--- config.mk ---
export PLATFORM = sky130hd
export DESIGN_NAME = hall_six_step_commutator
export DESIGN_NICKNAME = d
export VERILOG_FILES = /design/src/rtl/hssc_pkg.sv /design/src/rtl/hall_six_step_commutator.sv
export VERILOG_INCLUDE_DIRS = /design/src /design/src/rtl
export SDC_FILE = /design/constraint.sdc
export NUM_CORES = 1
export LEC_CHECK = 0
export ABC_CLOCK_PERIOD_IN_PS = 6000
export BUFFER_PORTS_ARGS = -buffer_cell sky130_fd_sc_hd__buf_4
export CAP_MARGIN = 20
export CORE_UTILIZATION = 30
export DETAILED_ROUTE_END_ITERATION = 10
export PLACE_DENSITY = 0.48
export SYNTH_ARGS = -nofsm -noshare
export SYNTH_HDL_FRONTEND = slang
export SYNTH_SLANG_ARGS = --single-unit
--- constraint.sdc ---
create_clock -name clk -period 6 [get_ports clk]
set_input_delay 0.3 -clock clk [delete_from_list [all_inputs] [get_ports clk]]
set_output_delay 0.3 -clock clk [all_outputs]
set_load 0.005 [all_outputs]
--- src/rtl/hall_six_step_commutator_macros.svh ---
// ---------------------------------------------------------------------------
// Assertion macros for the Hall six-step commutator
// Compact concurrent assertion forms that can be compiled out with ASSERT_OFF.
// ---------------------------------------------------------------------------
`ifndef HALL_SIX_STEP_COMMUTATOR_MACROS_SVH
`define HALL_SIX_STEP_COMMUTATOR_MACROS_SVH

`ifndef ASSERT_OFF

// The expression holds at every clock edge outside reset.
`define HSSC_ASSERT_ALWAYS(label, clk, rst_n, expr) \
    label: assert property (@(posedge clk) disable iff (!rst_n) (expr)) \
        else $error("assertion failed");

// The consequent holds whenever the antecedent holds.
`define HSSC_ASSERT_IMPLIES(label, clk, rst_n, ante, cons) \
    label: assert property (@(posedge clk) disable iff (!rst_n) (ante) |-> (cons)) \
        else $error("assertion failed");

`else

`define HSSC_ASSERT_ALWAYS(label, clk, rst_n, expr)
`define HSSC_ASSERT_IMPLIES(label, clk, rst_n, ante, cons)

`endif

`endif

--- src/rtl/hssc_pkg.sv ---
// ---------------------------------------------------------------------------
// Hall six-step commutator package
// Event codes, register indexes, widths, reset values and the step tables.
// ---------------------------------------------------------------------------
package hssc_pkg;

    // Field and register widths.
    localparam int unsigned OpW     = 2;
    localparam int unsigned HallW   = 3;
    localparam int unsigned PhaseW  = 3;
    localparam int unsigned DutyW   = 7;
    localparam int unsigned CountW  = 16;
    localparam int unsigned CfgIdxW = 2;
    localparam int unsigned CfgW    = 16;
    localparam int unsigned ProdW   = CountW + DutyW;

    // Division by one hundred through a reciprocal multiply.
    localparam int unsigned RecipShift = 30;
    localparam int unsigned RecipW     = 24;
    localparam logic [RecipW-1:0] Recip100 = RecipW'((64'd1 << RecipShift) / 64'd100 + 64'd1);
    localparam int unsigned QuotW      = ProdW + RecipW;

    localparam logic [DutyW-1:0]  DutyMax       = DutyW'(100);
    localparam logic [CountW-1:0] CountSat      = '1;

    // Register reset values.
    localparam logic [DutyW-1:0]  DutyReset     = DutyW'(15);
    localparam logic              DirReset      = 1'b0;
    localparam logic [CountW-1:0] PeriodReset   = CountW'(1000);
    localparam logic [CountW-1:0] LimitReset    = CountW'(2000);

    // Event kinds.
    typedef enum logic [OpW-1:0] {
        OP_TICK  = 2'd0,
        OP_HALL  = 2'd1,
        OP_START = 2'd2,
        OP_STOP  = 2'd3
    } op_t;

    // Configuration register indexes.
    typedef enum logic [CfgIdxW-1:0] {
        CFG_DUTY   = 2'd0,
        CFG_DIR    = 2'd1,
        CFG_PERIOD = 2'd2,
        CFG_LIMIT  = 2'd3
    } cfg_idx_t;

    // Phase masks.
    localparam logic [PhaseW-1:0] PhA  = 3'b001;
    localparam logic [PhaseW-1:0] PhB  = 3'b010;
    localparam logic [PhaseW-1:0] PhC  = 3'b100;
    localparam logic [PhaseW-1:0] PhNone = 3'b000;

    // High-side phase driven with PWM for each step.
    function automatic logic [PhaseW-1:0] step_high(input logic [HallW-1:0] step);
        logic [PhaseW-1:0] mask;
        case (step)
            3'd1:    mask = PhC;
            3'd2:    mask = PhA;
            3'd3:    mask = PhC;
            3'd4:    mask = PhB;
            3'd5:    mask = PhB;
            3'd6:    mask = PhA;
            default: mask = PhNone;
        endcase
        return mask;
    endfunction

    // Low-side phase held fully on for each step.
    function automatic logic [PhaseW-1:0] step_low(input logic [HallW-1:0] step);
        logic [PhaseW-1:0] mask;
        case (step)
            3'd1:    mask = PhA;
            3'd2:    mask = PhB;
            3'd3:    mask = PhB;
            3'd4:    mask = PhC;
            3'd5:    mask = PhA;
            3'd6:    mask = PhC;
            default: mask = PhNone;
        endcase
        return mask;
    endfunction

endpackage

--- src/rtl/hall_six_step_commutator.sv ---
// ---------------------------------------------------------------------------
// Hall six-step commutator
// Turns tick, Hall change, start and stop events into phase enables and PWM
// compare values for a brushless motor, with stall detection on ticks.
// ---------------------------------------------------------------------------
//
//  Channel  | Handshake            | Payload
//  ---------+----------------------+------------------------------------------
//  input    | in_valid / in_stall  | opcode, hall_bits
//  output   | out_valid / out_stall| high_enable, low_enable, compare_a/b/c,
//           |                      | running, stalled
//  config   | cfg_we               | cfg_index, cfg_data
//
// One event beat is accepted per cycle while in_stall is low; its result
// beat comes from the third register (duty product register,
// divide-by-100 register, state and result register). The two multipliers
// set the depth; all motor state sits in the last stage, so back-to-back
// events never wait on each other.
// Reset clears the valid bits and motor state and loads the register defaults; no clearing pass.
// A stalled result holds the last stage; the earlier stages keep filling
// until full, then in_stall rises.
`include "hall_six_step_commutator_macros.svh"

module hall_six_step_commutator (
    input  logic                          clk,
    input  logic                          rst_n,
    // Event input.
    input  logic                          in_valid,
    output logic                          in_stall,
    input  logic [hssc_pkg::OpW-1:0]      opcode,
    input  logic [hssc_pkg::HallW-1:0]    hall_bits,
    // Result output.
    output logic                          out_valid,
    input  logic                          out_stall,
    output logic [hssc_pkg::PhaseW-1:0]   high_enable,
    output logic [hssc_pkg::PhaseW-1:0]   low_enable,
    output logic [hssc_pkg::CountW-1:0]   compare_a,
    output logic [hssc_pkg::CountW-1:0]   compare_b,
    output logic [hssc_pkg::CountW-1:0]   compare_c,
    output logic                          running,
    output logic                          stalled,
    // Configuration writes.
    input  logic                          cfg_we,
    input  logic [hssc_pkg::CfgIdxW-1:0]  cfg_index,
    input  logic [hssc_pkg::CfgW-1:0]     cfg_data
);

    // Configuration registers.
    logic [hssc_pkg::DutyW-1:0]  duty_reg;
    logic                        dir_reg;
    logic [hssc_pkg::CountW-1:0] period_reg;
    logic [hssc_pkg::CountW-1:0] limit_reg;

    // Pipeline registers.
    logic                        s1_valid_reg;
    logic [hssc_pkg::OpW-1:0]    s1_op_reg;
    logic [hssc_pkg::HallW-1:0]  s1_hall_reg;
    logic [hssc_pkg::ProdW-1:0]  s1_prod_reg;
    logic                        s2_valid_reg;
    logic [hssc_pkg::OpW-1:0]    s2_op_reg;
    logic [hssc_pkg::HallW-1:0]  s2_hall_reg;
    logic [hssc_pkg::CountW-1:0] s2_pwm_reg;
    logic                        out_valid_reg;

    // Motor state, which is also the result.
    logic                        run_reg,     run_next;
    logic [hssc_pkg::CountW-1:0] count_reg,   count_next;
    logic [hssc_pkg::PhaseW-1:0] high_reg,    high_next;
    logic [hssc_pkg::PhaseW-1:0] low_reg,     low_next;
    logic [hssc_pkg::CountW-1:0] cmp_reg  [3];
    logic [hssc_pkg::CountW-1:0] cmp_next [3];
    logic                        stalled_reg, stalled_next;

    logic                        out_free;
    logic                        s2_free;
    logic                        s1_free;
    logic                        s3_load;
    logic [hssc_pkg::DutyW-1:0]  duty_clamped;
    logic [hssc_pkg::QuotW-1:0]  quot_full;
    logic [hssc_pkg::HallW-1:0]  step;
    logic [hssc_pkg::PhaseW-1:0] step_high;
    logic [hssc_pkg::PhaseW-1:0] step_low;
    logic [hssc_pkg::CountW-1:0] count_inc;
    logic                        do_comm;

    // Flow control: each stage moves when the one after it has room.
    assign out_free = !out_valid_reg || !out_stall;
    assign s2_free  = !s2_valid_reg || out_free;
    assign s1_free  = !s1_valid_reg || s2_free;
    assign s3_load  = s2_valid_reg && out_free;
    assign in_stall = !s1_free;

    // Configuration register writes.
    always_ff @(posedge clk or negedge rst_n)
    begin
        if (!rst_n)
        begin
            duty_reg   <= hssc_pkg::DutyReset;
            dir_reg    <= hssc_pkg::DirReset;
            period_reg <= hssc_pkg::PeriodReset;
            limit_reg  <= hssc_pkg::LimitReset;
        end
        else if (cfg_we)
        begin
            case (hssc_pkg::cfg_idx_t'(cfg_index))
                hssc_pkg::CFG_DUTY:   duty_reg   <= cfg_data[hssc_pkg::DutyW-1:0];
                hssc_pkg::CFG_DIR:    dir_reg    <= cfg_data[0];
                hssc_pkg::CFG_PERIOD: period_reg <= cfg_data;
                hssc_pkg::CFG_LIMIT:  limit_reg  <= cfg_data;
                default:              ;
            endcase
        end
    end

    // Stage valid bits.
    always_ff @(posedge clk or negedge rst_n)
    begin
        if (!rst_n)
        begin
            s1_valid_reg  <= 1'b0;
            s2_valid_reg  <= 1'b0;
            out_valid_reg <= 1'b0;
        end
        else
        begin
            if (s1_free)
            begin
                s1_valid_reg <= in_valid;
            end
            if (s2_free)
            begin
                s2_valid_reg <= s1_valid_reg;
            end
            if (out_free)
            begin
                out_valid_reg <= s2_valid_reg;
            end
        end
    end

    // Duty clamp and the period times duty product.
    assign duty_clamped = (duty_reg > hssc_pkg::DutyMax) ? hssc_pkg::DutyMax : duty_reg;

    always_ff @(posedge clk)
    begin
        if (s1_free)
        begin
            s1_op_reg   <= opcode;
            s1_hall_reg <= hall_bits;
            s1_prod_reg <= hssc_pkg::ProdW'(period_reg) * hssc_pkg::ProdW'(duty_clamped);
        end
    end

    // Divide the product by one hundred with a reciprocal multiply.
    assign quot_full = hssc_pkg::QuotW'(s1_prod_reg) * hssc_pkg::QuotW'(hssc_pkg::Recip100);

    always_ff @(posedge clk)
    begin
        if (s2_free)
        begin
            s2_op_reg   <= s1_op_reg;
            s2_hall_reg <= s1_hall_reg;
            s2_pwm_reg  <= quot_full[hssc_pkg::RecipShift +: hssc_pkg::CountW];
        end
    end

    // Step lookup; with dir_reg clear the step is seven minus the Hall code.
    assign step      = dir_reg ? s2_hall_reg : ~s2_hall_reg;
    assign step_high = hssc_pkg::step_high(step);
    assign step_low  = hssc_pkg::step_low(step);
    assign count_inc = (count_reg == hssc_pkg::CountSat) ? count_reg
                                                         : count_reg + 1'b1;

    // Event handling and commutation.
    always_comb
    begin
        run_next     = run_reg;
        count_next   = count_reg;
        high_next    = high_reg;
        low_next     = low_reg;
        stalled_next = 1'b0;
        do_comm      = 1'b0;
        for (int i = 0; i < 3; i++)
        begin
            cmp_next[i] = cmp_reg[i];
        end
        case (hssc_pkg::op_t'(s2_op_reg))
            hssc_pkg::OP_TICK:
            begin
                if (run_reg)
                begin
                    count_next = count_inc;
                    if (count_inc > limit_reg)
                    begin
                        run_next     = 1'b0;
                        high_next    = hssc_pkg::PhNone;
                        low_next     = hssc_pkg::PhNone;
                        stalled_next = 1'b1;
                    end
                end
            end
            hssc_pkg::OP_HALL:
            begin
                do_comm = run_reg;
            end
            hssc_pkg::OP_START:
            begin
                if (!run_reg)
                begin
                    run_next = 1'b1;
                    do_comm  = 1'b1;
                end
            end
            default:
            begin
                run_next  = 1'b0;
                high_next = hssc_pkg::PhNone;
                low_next  = hssc_pkg::PhNone;
            end
        endcase
        // Commutation clears the count and loads the enables and the compares of driven phases.
        if (do_comm)
        begin
            count_next = '0;
            high_next  = step_high;
            low_next   = step_low;
            for (int i = 0; i < 3; i++)
            begin
                if (step_high[i])
                begin
                    cmp_next[i] = s2_pwm_reg;
                end
                else if (step_low[i])
                begin
                    cmp_next[i] = period_reg;
                end
            end
        end
    end

    // Motor state and result register.
    always_ff @(posedge clk or negedge rst_n)
    begin
        if (!rst_n)
        begin
            run_reg     <= 1'b0;
            count_reg   <= '0;
            high_reg    <= hssc_pkg::PhNone;
            low_reg     <= hssc_pkg::PhNone;
            stalled_reg <= 1'b0;
            for (int i = 0; i < 3; i++)
            begin
                cmp_reg[i] <= '0;
            end
        end
        else if (s3_load)
        begin
            run_reg     <= run_next;
            count_reg   <= count_next;
            high_reg    <= high_next;
            low_reg     <= low_next;
            stalled_reg <= stalled_next;
            for (int i = 0; i < 3; i++)
            begin
                cmp_reg[i] <= cmp_next[i];
            end
        end
    end

    // Result beat.
    assign out_valid   = out_valid_reg;
    assign high_enable = high_reg;
    assign low_enable  = low_reg;
    assign compare_a   = cmp_reg[0];
    assign compare_b   = cmp_reg[1];
    assign compare_c   = cmp_reg[2];
    assign running     = run_reg;
    assign stalled     = stalled_reg;

    // A stopped motor has every switch off.
    `HSSC_ASSERT_IMPLIES(a_stopped_off, clk, rst_n, !running,
        (high_enable == hssc_pkg::PhNone) && (low_enable == hssc_pkg::PhNone))
    // A stall result always shows the motor stopped.
    `HSSC_ASSERT_IMPLIES(a_stall_stops, clk, rst_n, stalled, !running)
    // At most one phase per side, and never both switches of one phase.
    `HSSC_ASSERT_ALWAYS(a_one_high, clk, rst_n, $onehot0(high_enable))
    `HSSC_ASSERT_ALWAYS(a_one_low, clk, rst_n, $onehot0(low_enable))
    `HSSC_ASSERT_ALWAYS(a_no_shoot, clk, rst_n, (high_enable & low_enable) == 3'b000)

endmodule
## Word-level counts from Yosys, hierarchy flattened

Index checks and enable logic that the tools add are counted.
W data, S select, Z words.

| word-level totals | value |
|---|---|
| register bits | 164 |
| bits of input ports | 28 |
| output and inout bits | 58 |
| word-level logic and storage cells | 103 |

| operators by class | value |
|---|---|
| add/subtract/negate cells | 1 |
| multiply operators | 2 |
| $lt $le $gt $ge | 2 |
| equality and inequality tests | 15 |
| mux-type cells | 27 |
| bitwise operators | 2 |
| reduce and logical (&&, ||, !) cells | 33 |

Operators with widths:

| kind | number |
|---|---|
| $mux W16 | 10 |
| $mul A23 B24 Y46 const B | 1 |
| $mul A16 B7 Y23 | 1 |
| $pmux W3 S3 | 2 |
| $add A16 B1 Y16 const B | 1 |
| $eq A16 B16 Y1 const B | 1 |
| $gt A16 B16 Y1 | 1 |
| $mux W3 | 5 |
| $reduce_or A2 Y1 | 7 |
| $reduce_and A3 Y1 | 4 |
| $reduce_and A2 Y1 | 5 |
| $reduce_bool A2 Y1 | 5 |
| $eq A3 B3 Y1 const B | 3 |
| $gt A7 B7 Y1 const B | 1 |
| $mux W7 | 1 |
| $eq A2 B2 Y1 const B | 3 |
| $eq A3 B2 Y1 const B | 2 |
| $mux W1 | 6 |
| $ne A3 B3 Y1 const B | 2 |
| $pmux W3 S2 | 1 |
| $logic_not A1 Y1 | 5 |
| $eq A2 B1 Y1 const B | 2 |
| $logic_not A2 Y1 | 2 |
| $reduce_and A4 Y1 | 1 |
| 8 further kinds | 10 |

## Longest topological paths before layout

Gate-level depths: netlist (run 1).

| depth | value |
|---|---|
| depth after elaboration | 7 |
| gate-level depth with buffers | 24 |
| gate-level depth less buffers | 24 |

## Worst setup path after synthesis (run 1)

No wires, ideal clock.

| path | value |
|---|---|
| path type | reg-to-reg |
| from | register s1_prod_reg[6] (netlist bit) |
| to | register s2_pwm_reg[8] (netlist bit), data pin |
| setup time | 0.258 ns |
| data arrival time | 5.826 ns |
| required time | 5.742 ns |
| slack | -0.084 ns |
| stages on the path, launching flop included | 23 |
| buffers on the path | 0 |
| period minus slack after synthesis | 6.084 ns |
| cells stage by stage | edfxtp_1 inv_1 fa_1 inv_1 fa_1 inv_1 fa_1 fa_1 inv_1 fa_1 fa_1 inv_1 fa_1 inv_1 ha_1 nand2_1 nor2_1 nand2_1 nor4_2 nor3_4 o31ai_1 a21oi_1 xnor2_1 |

| between the ends | value |
|---|---|
| longest elaborated chain between the ends | 1 |

RTL lines:

| what | line | source |
|---|---|---|
| start, declared | hall_six_step_commutator.sv:58 | `logic [hssc_pkg::ProdW-1:0] s1_prod_reg;` |
| start signal, assigned | hall_six_step_commutator.sv:150 | `s1_prod_reg <= hssc_pkg::ProdW'(period_reg) * hssc_pkg::ProdW'(duty_clamped);` |
| $mul A23 B24 Y46 | hall_six_step_commutator.sv:155 | `assign quot_full = hssc_pkg::QuotW'(s1_prod_reg) * hssc_pkg::QuotW'(hssc_pkg::Recip100);` |
| via quot_full (one bit) | hall_six_step_commutator.sv:79 | `logic [hssc_pkg::QuotW-1:0] quot_full;` |
| end signal, assigned | hall_six_step_commutator.sv:163 | `s2_pwm_reg <= quot_full[hssc_pkg::RecipShift +: hssc_pkg::CountW];` |
| end, declared | hall_six_step_commutator.sv:62 | `logic [hssc_pkg::CountW-1:0] s2_pwm_reg;` |

The timed path passes the listed nets, and every way through them passes these cells.
A chain may end at the register's enable or synchronous reset.

## Worst setup path in the final report (run 1)

| path | value |
|---|---|
| from | register s1_prod_reg[12] (netlist bit) |
| to | register s2_pwm_reg[12] (netlist bit), data pin |

The elaborated chain is that of the path after synthesis.

==> Flow_metrics.wiki, run 1 <==
{| class="wikitable"
! Metric !! Value
|-
| Max-slew headroom || 34.8%
|-
| Post-Syn Area per Cell || 10.4 um2
|-
| Failing checks || negative setup slack
|-
| Area of the core || 0.0648 mm2
|-
| Residual overflow from global routing || 0
|-
| Synthesis-to-layout area growth || 22.2%
|-
| Total I/O pin count || 86
|-
| Number of max-cap violations || 0
|-
| Fraction of layout cells with a size suffix above 1 || 23.6%
|-
| Dominant cell type by count on the critical path || fa_2
|-
| Antenna diode count || 0
|-
| Setup Total Neg Slack || -0.423 ns
|-
| Synth area leaders || fa_1, ha_1, dfrtp_1
|-
| Data required, critical path || 6.30 ns
|-
| Drc violations || 0
|-
| Count of mapped cells out of synthesis || 1898
|-
| Final ANT Viol Nets || 0
|-
| Count of flip-flops with a built-in enable after synthesis || 49
|-
| Horiz. Die Dim || 259 um
|-
| Pin count of the biggest net entering global routing || 60
|-
| CP Max Fanout || 3
|-
| Wire length of the first global-routing pass || 86800 um
|-
| F_max || 164 MHz
|-
| TritonCTS clock tree || yes
|-
| Drt initial violations || 552
|-
| 1st-pass router iterations || 4
|-
| Number of flip-flops in the largest register || 23
|-
| Critical-path cell with the highest stage delay || fa_2
|-
| CTS Root Buffer Type || clkbuf_16
|-
| Inst Count DP || 2941
|-
| Antenna violations before repair || 1
|-
| CP Capture Type || flip-flop
|-
| Ys async rst share || 70.1%
|-
| Post-Route Skew || 0.0120 ns
|-
| Via count normalized by instance count || 4.58
|-
| Yosys cell types || 64
|-
| Place WS || -0.319 ns
|-
| Starting density of the core || 30.5%
|-
| All-layer global routing usage || 17.2%
|-
| Unrepaired setup endpoints after global routing || yes
|-
| Clock net sink count || 164
|-
| Total Wirelength || 55200 um
|-
| Final Hold Violating Endpoints || 0
|-
| Top post-synthesis cells by count || inv_1, ha_1, fa_1, nand2_1, dfrtp_1
|-
| Register area share after synthesis || 22.1%
|-
| Startpoint-to-endpoint class of the critical path || flip-flop to flip-flop
|-
| Most frequently used cell type in the post-synthesis netlist || inv_1
|-
| Synth top area share || 26.6%
|-
| Maximum count of clock buffers along a single path || 2
|-
| Path type of the worst min-delay path || input port to flip-flop
|-
| Drt wl/cell || 18.3 um
|-
| Clock slew seen by the registers of the worst setup and hold paths || 0.07 ns
|-
| Net count after synthesis || 2494
|-
| Post-synthesis instance area || 0.0198 mm2
|-
| Port bufs || 85
|-
| Fin. max-slew vios || 0
|-
| Dpl hpwl || 46300 um
|-
| #FFs+latches synth || 164
|-
| Placement row count || 93
|-
| Die Y-Extent || 259 um
|-
| Ordered list of cells on the worst path || buf_6 > fa_2 > fa_2 > fa_2 > inv_2 > fa_2 > fa_2 > fa_2 > fa_2 > ha_4 > a21oi_4 > buf_4 > a211oi_4 > nor3_4 > nor3b_2 > o21ai_2 > and3b_1 > o21bai_1 > xor2_1
|-
| Slew at the pin with the worst max-slew slack || 0.976 ns
|-
| Final cell count without fillers || 3017
|-
| Min Tclk post-route || 6.10 ns
|-
| Die Area || 0.0670 mm2
|-
| Kind of cell with the highest combined delay on the critical path || adder cells
|-
| CP startpoint kind || flip-flop
|-
| Result of the run || finished with violations
|-
| Yosys Warn Count || 0
|-
| Routed via count || 13823
|-
| Worst Slack Setup Final || -0.105 ns
|-
| Endpoints failing setup || 6
|-
| Ratio of final minimum period to clock period || 102%
|-
| Routability congestion estimate || 0.924
|-
| Peak per-stage delay on the critical path || 0.63 ns
|-
| Buffers & Inverters on Critical Path || 3
|-
| Worst endpoint data arrival time || 6.40 ns
|-
| Cts bufs inserted || 17
|-
| Layout net count || 2745
|-
| Worst-Skew Late Latency || 0.47 ns
|-
| Number of global-route vias before repair || 14977
|-
| Most common flop cell mapped by yosys || dfrtp_1
|-
| H-tree levels || 4
|-
| Largest area contributor in the synthesized netlist || fa_1
|}
final cells by class:
type	count	area, um2
Clock buffer	19	454
Clock inverter	13	115
Fill cell	6394	40600
Inverter	395	1480
Multi-Input combinational cell	1290	14400
Sequential cell	164	4370
Tap cell	855	1070
Timing Repair Buffer	281	2270
path summary, 6_finish.rpt:
kind	slack (ns)	depth (start not counted)	to	startpoint
max in group asynchronous	4.30	3	out_valid	rst_n
max reg2reg	-0.10	19	s2_pwm_reg[12]	s1_prod_reg[12]
min reg2reg	0.43	0	s2_hall_reg[1]	s1_hall_reg[1]
max	-0.10	19	s2_pwm_reg[12]	s1_prod_reg[12]
min	0.03	2	s1_valid_reg	in_valid
min in group asynchronous	0.43	2	count_reg[14]	rst_n
routing by layer:
metal	track usage [%]	up-vias	wire length (um)
li1	-	6633	-
met1	23.5	6892	25800
met2	27.9	229	25900
met3	2.75	67	2090
met4	5.08	2	1330
met5	0	-	8
metrics by stage:
| step | area [um2] | hold slack (ns) | util (%) |
|---|---|---|---|
| after detailed placement | 22500 | 0.410 | 34.7 |
| after global placement | 22500 | 0.396 | 34.7 |
| final | 24200 | 0.0294 | 37.3 |
| after floorplan | 19800 | 0.00441 | - |
| after global routing | 24200 | 0.0237 | 37.3 |
| after CTS | 23400 | 0.000286 | 36.1 |
layout by cell type (no fill, tap or decap), types with 6 or more instances in the layout:
master,instances
a21o_1,29
a21oi_1,39
a21oi_2,9
a22o_1,8
a31oi_1,8
and2_1,56
and3_1,29
buf_4,248
buf_6,20
clkbuf_16,18
dfrtp_1,99
dfstp_2,16
dlygate4sd3_1,6
edfxtp_1,49
fa_1,242
fa_2,21
ha_1,273
ha_4,27
inv_1,365
inv_2,30
mux2_2,47
mux2i_1,51
nand2_1,132
nand2b_1,7
nand3_1,13
nand4_1,14
nor2_1,44
nor2b_1,8
nor3_1,10
o21ai_0,70
or2_2,6
xnor2_1,38
xor2_1,18
cell families after synthesis:
family / after synthesis / share of synthesized area (%)
simple gates: 352 / 8.98
compound gates: 216 / 6.84
fa+ha+maj: 568 / 45.9
mux: 98 / 5.26
buf+inv: 444 / 8.45
flops: 164 / 22.1
xor+xnor: 56 / 2.48
what timing repair did:
item | in CTS | in global routing
setup endpoints to repair | 16 | 16
hold endpoints to repair | 48 | 0
hold buffers | 6 | 0
resized for setup | 49 | 111
setup buffers | 7 | 25
pin swaps | 31 | 74
Power of run 1 is left out: the tool's default activity adds up to more than one toggle a clock period on the data nets, which glitch-free logic cannot reach.
==> run 2: changes to the inputs <==
- ABC_CLOCK_PERIOD_IN_PS: 6000 -> 5580
- clock period: 6 -> 5.58 ns (I/O delays scaled with it)
==> Flow_metrics.wiki, run 2 (synthesis gave the netlist of run 1 again) <==
{| class="wikitable"
! Metric !! Value
|-
| Fraction of layout cells with a size suffix above 1 || 25.8% (+2.1 points)
|-
| Worst endpoint data arrival time || 6.32 ns (-0.08 ns)
|-
| Destination of the worst hold path || out_valid
|-
| Ordered list of cells on the worst path || buf_6 > fa_1 > inv_2 > fa_1 > inv_2 > fa_2 > fa_1 > inv_1 > fa_2 > fa_1 > inv_1 > fa_1 > inv_2 > ha_4 > a21o_1 > a31oi_4 > a21oi_4 > nor3_4 > nor3_2 > o41ai_2 > xnor2_1
|-
| Number of global-route vias before repair || 15163 (+1.2%)
|-
| Fill cell total of the finished layout || 6404 (+0.16%)
|-
| Critical-path cell with the highest stage delay || fa_2
|-
| Worst-Skew Late Latency || 0.45 ns (-0.02 ns)
|-
| Number of cells traversed by the worst hold path || 3 (+1)
|-
| R2R setup slack || -0.54 ns (-0.44 ns)
|-
| Cell Area, Placed || 0.0231 mm2 (+2.9%)
|-
| Reg2reg start || s1_prod_reg[5]
|-
| Drt wl/cell || 18.1 um (-1.3%)
|-
| Hold_sp || out_stall
|-
| Highest metal layer with signal wires || met4
|-
| Wire length of the first global-routing pass || 87600 um (+0.85%)
|-
| CP Max Fanout || 4 (+1)
|-
| Min Tclk post-route || 6.12 ns (+0.0171 ns)
|-
| CTS Root Buffer Type || clkbuf_16
|-
| Failing checks || negative setup slack
|-
| Routed metal-1 wire length || 26500 um (+2.6%)
|-
| Endpoints failing setup || 16 (+10)
|-
| Destination of the worst register-to-register timing path || s2_pwm_reg[9]
|-
| TritonCTS clock tree || yes
|-
| Synthesis-to-layout area growth || 24.7%
|-
| Peak per-stage delay on the critical path || 0.54 ns (-0.09 ns)
|-
| Area of the core || 0.0648 mm2 (unchanged)
|-
| H-tree levels || 4 (unchanged)
|-
| CP startpoint kind || flip-flop
|-
| Clock slew seen by the registers of the worst setup and hold paths || 0.07 ns (about the same)
|-
| Most frequent standard cell in the layout excluding fill and tap cells || inv_1
|-
| Kind of cell with the highest combined delay on the critical path || adder cells
|-
| Slew at the pin with the worst max-slew slack || 0.970 ns (-0.00595 ns)
|-
| Starting density of the core || 30.5% (unchanged)
|-
| Max-slew headroom || 35.2% (+0.40 points)
|-
| F_max || 163 MHz (-0.28%)
|-
| Fin. max-slew vios || 0 (unchanged)
|-
| Port bufs || 85 (unchanged)
|-
| Via count normalized by instance count || 4.58 (-0.13%)
|-
| Maximum count of clock buffers along a single path || 2 (unchanged)
|-
| Drc violations || 0 (unchanged)
|-
| Final ANT Viol Nets || 0 (unchanged)
|-
| Number of max-cap violations || 0 (unchanged)
|-
| Area of the multi-input gates || 0.0144 mm2 (+0.26%)
|-
| Data required, critical path || 5.78 ns (-0.52 ns)
|-
| Unrepaired setup endpoints after global routing || yes
|-
| Die Area || 0.0670 mm2 (unchanged)
|-
| Placement row count || 93 (unchanged)
|-
| Total Wirelength || 55600 um (+0.73%)
|-
| Worst Slack Setup Final || -0.542 ns (-0.437 ns)
|-
| Met3 Routed Length || 1650 um (-21%)
|-
| Total I/O pin count || 86 (unchanged)
|-
| Number of flip-flops in the largest register || 23 (unchanged)
|-
| Post-Route Skew || 0.0140 ns (+0.00195 ns)
|-
| Worst R2R Path Depth || 21 (+2)
|-
| Die Y-Extent || 259 um (unchanged)
|-
| Routability congestion estimate || 0.934 (+1.0%)
|-
| Sequential cell area in the final layout || 0.00437 mm2 (unchanged)
|-
| Pin count of the biggest net entering global routing || 64 (+6.7%)
|-
| Antenna violations before repair || 0 (-1)
|-
| Sum of met2 wire segment lengths after detailed routing || 26100 um (+0.49%)
|-
| Dpl hpwl || 46800 um (+1.2%)
|-
| Clock net sink count || 164 (unchanged)
|-
| Path type of the worst min-delay path || input port to flip-flop
|-
| Drt initial violations || 643 (+16%)
|-
| Antenna diode count || 0 (unchanged)
|-
| Result of the run || finished with violations
|-
| 1st-pass router iterations || 5 (+1)
|-
| Layout net count || 2806 (+2.2%)
|-
| Cts bufs inserted || 17 (unchanged)
|-
| Residual overflow from global routing || 0 (unchanged)
|-
| Dominant cell type by count on the critical path || fa_1
|-
| Final instance area || 0.0247 mm2 (+2.0%)
|-
| CP Capture Type || flip-flop
|-
| Routed via count || 14084 (+1.9%)
|-
| Ratio of final minimum period to clock period || 110% (+8.0 points)
|-
| Final Hold Violating Endpoints || 0 (unchanged)
|-
| Buffers & Inverters on Critical Path || 6 (+3)
|-
| All-layer global routing usage || 17.3% (+0.080 points)
|-
| Startpoint-to-endpoint class of the critical path || flip-flop to flip-flop
|-
| Most frequent cells in the layout || inv_1, buf_4, ha_1, fa_1, nand2_1
|-
| Horiz. Die Dim || 259 um (unchanged)
|}
## run 2: cell type report
cell class              instances  area share, %
flip-flops and latches        164           17.7
clock buffers                  21           1.91
inverters                     395           6.01
well taps                     855           4.34
repair buffers                342           10.9
clock inverters                11          0.563
multi-input cells            1290           58.6
## run 2: stage by stage
stage / std cells / TNS (ns) / utilization [%] / setup WS [ns] / hold WS, ns
finish: 3078 / -7.03 / 38.1 / -0.542 / 0.0708
global route: 3078 / -9.78 / 38.1 / -0.710 / 0.0703
CTS: 3059 / -6.45 / 37.2 / -0.515 / 0.0549
detailed placement: 3010 / -8.63 / 35.7 / -0.660 / 0.382
global placement: 3009 / -8.38 / 35.7 / -0.614 / 0.384
floorplan: 1898 / -1.10 / - / -0.213 / -0.0166
## run 2: timing repair
action / in CTS / in global routing
pin swaps: 23 / 40
setup endpoints to repair: 16 / 24
hold endpoints to repair: 58 / 0
hold buffers: 7 / 0
setup buffers: 10 / 16
gates resized for setup: 51 / 74
## run 2: worst reg2reg max path, cell delays in order, from the launching register on
cell      delay (ns)
edfxtp_1        0.44
buf_6           0.17
fa_1            0.52
inv_2           0.07
fa_1            0.50
inv_2           0.04
fa_2            0.54
fa_1            0.40
inv_1           0.08
fa_2            0.43
fa_1            0.49
inv_1           0.05
fa_1            0.54
inv_2           0.06
ha_4            0.23
a21o_1          0.21
a31oi_4         0.26
a21oi_4         0.13
nor3_4          0.29
nor3_2          0.09
o41ai_2         0.24
xnor2_1         0.11
## run 2: worst max-delay path by stage
stage | from | end | slack [ns] | depth (start not counted)
floorplan | s1_prod_reg[6] | s2_pwm_reg[8] | -0.21 | 22
global placement | s1_prod_reg[12] | s2_pwm_reg[14] | -0.61 | 18
detailed placement | s1_prod_reg[5] | s2_pwm_reg[9] | -0.66 | 22
CTS | s1_prod_reg[18] | s2_pwm_reg[12] | -0.52 | 21
global route | s1_prod_reg[19] | s2_pwm_reg[14] | -0.71 | 21
finish | s1_prod_reg[5] | s2_pwm_reg[9] | -0.54 | 21
## run 2: metal layers
layer | global-route usage [%] | vias to the layer above
met1 | 23.9 | 7077
met2 | 28.0 | 189
met3 | 2.38 | 59
met4 | 5.08 | 0
met5 | 0 | -
li1 | - | 6759
Power of run 2 is left out for the same reason.
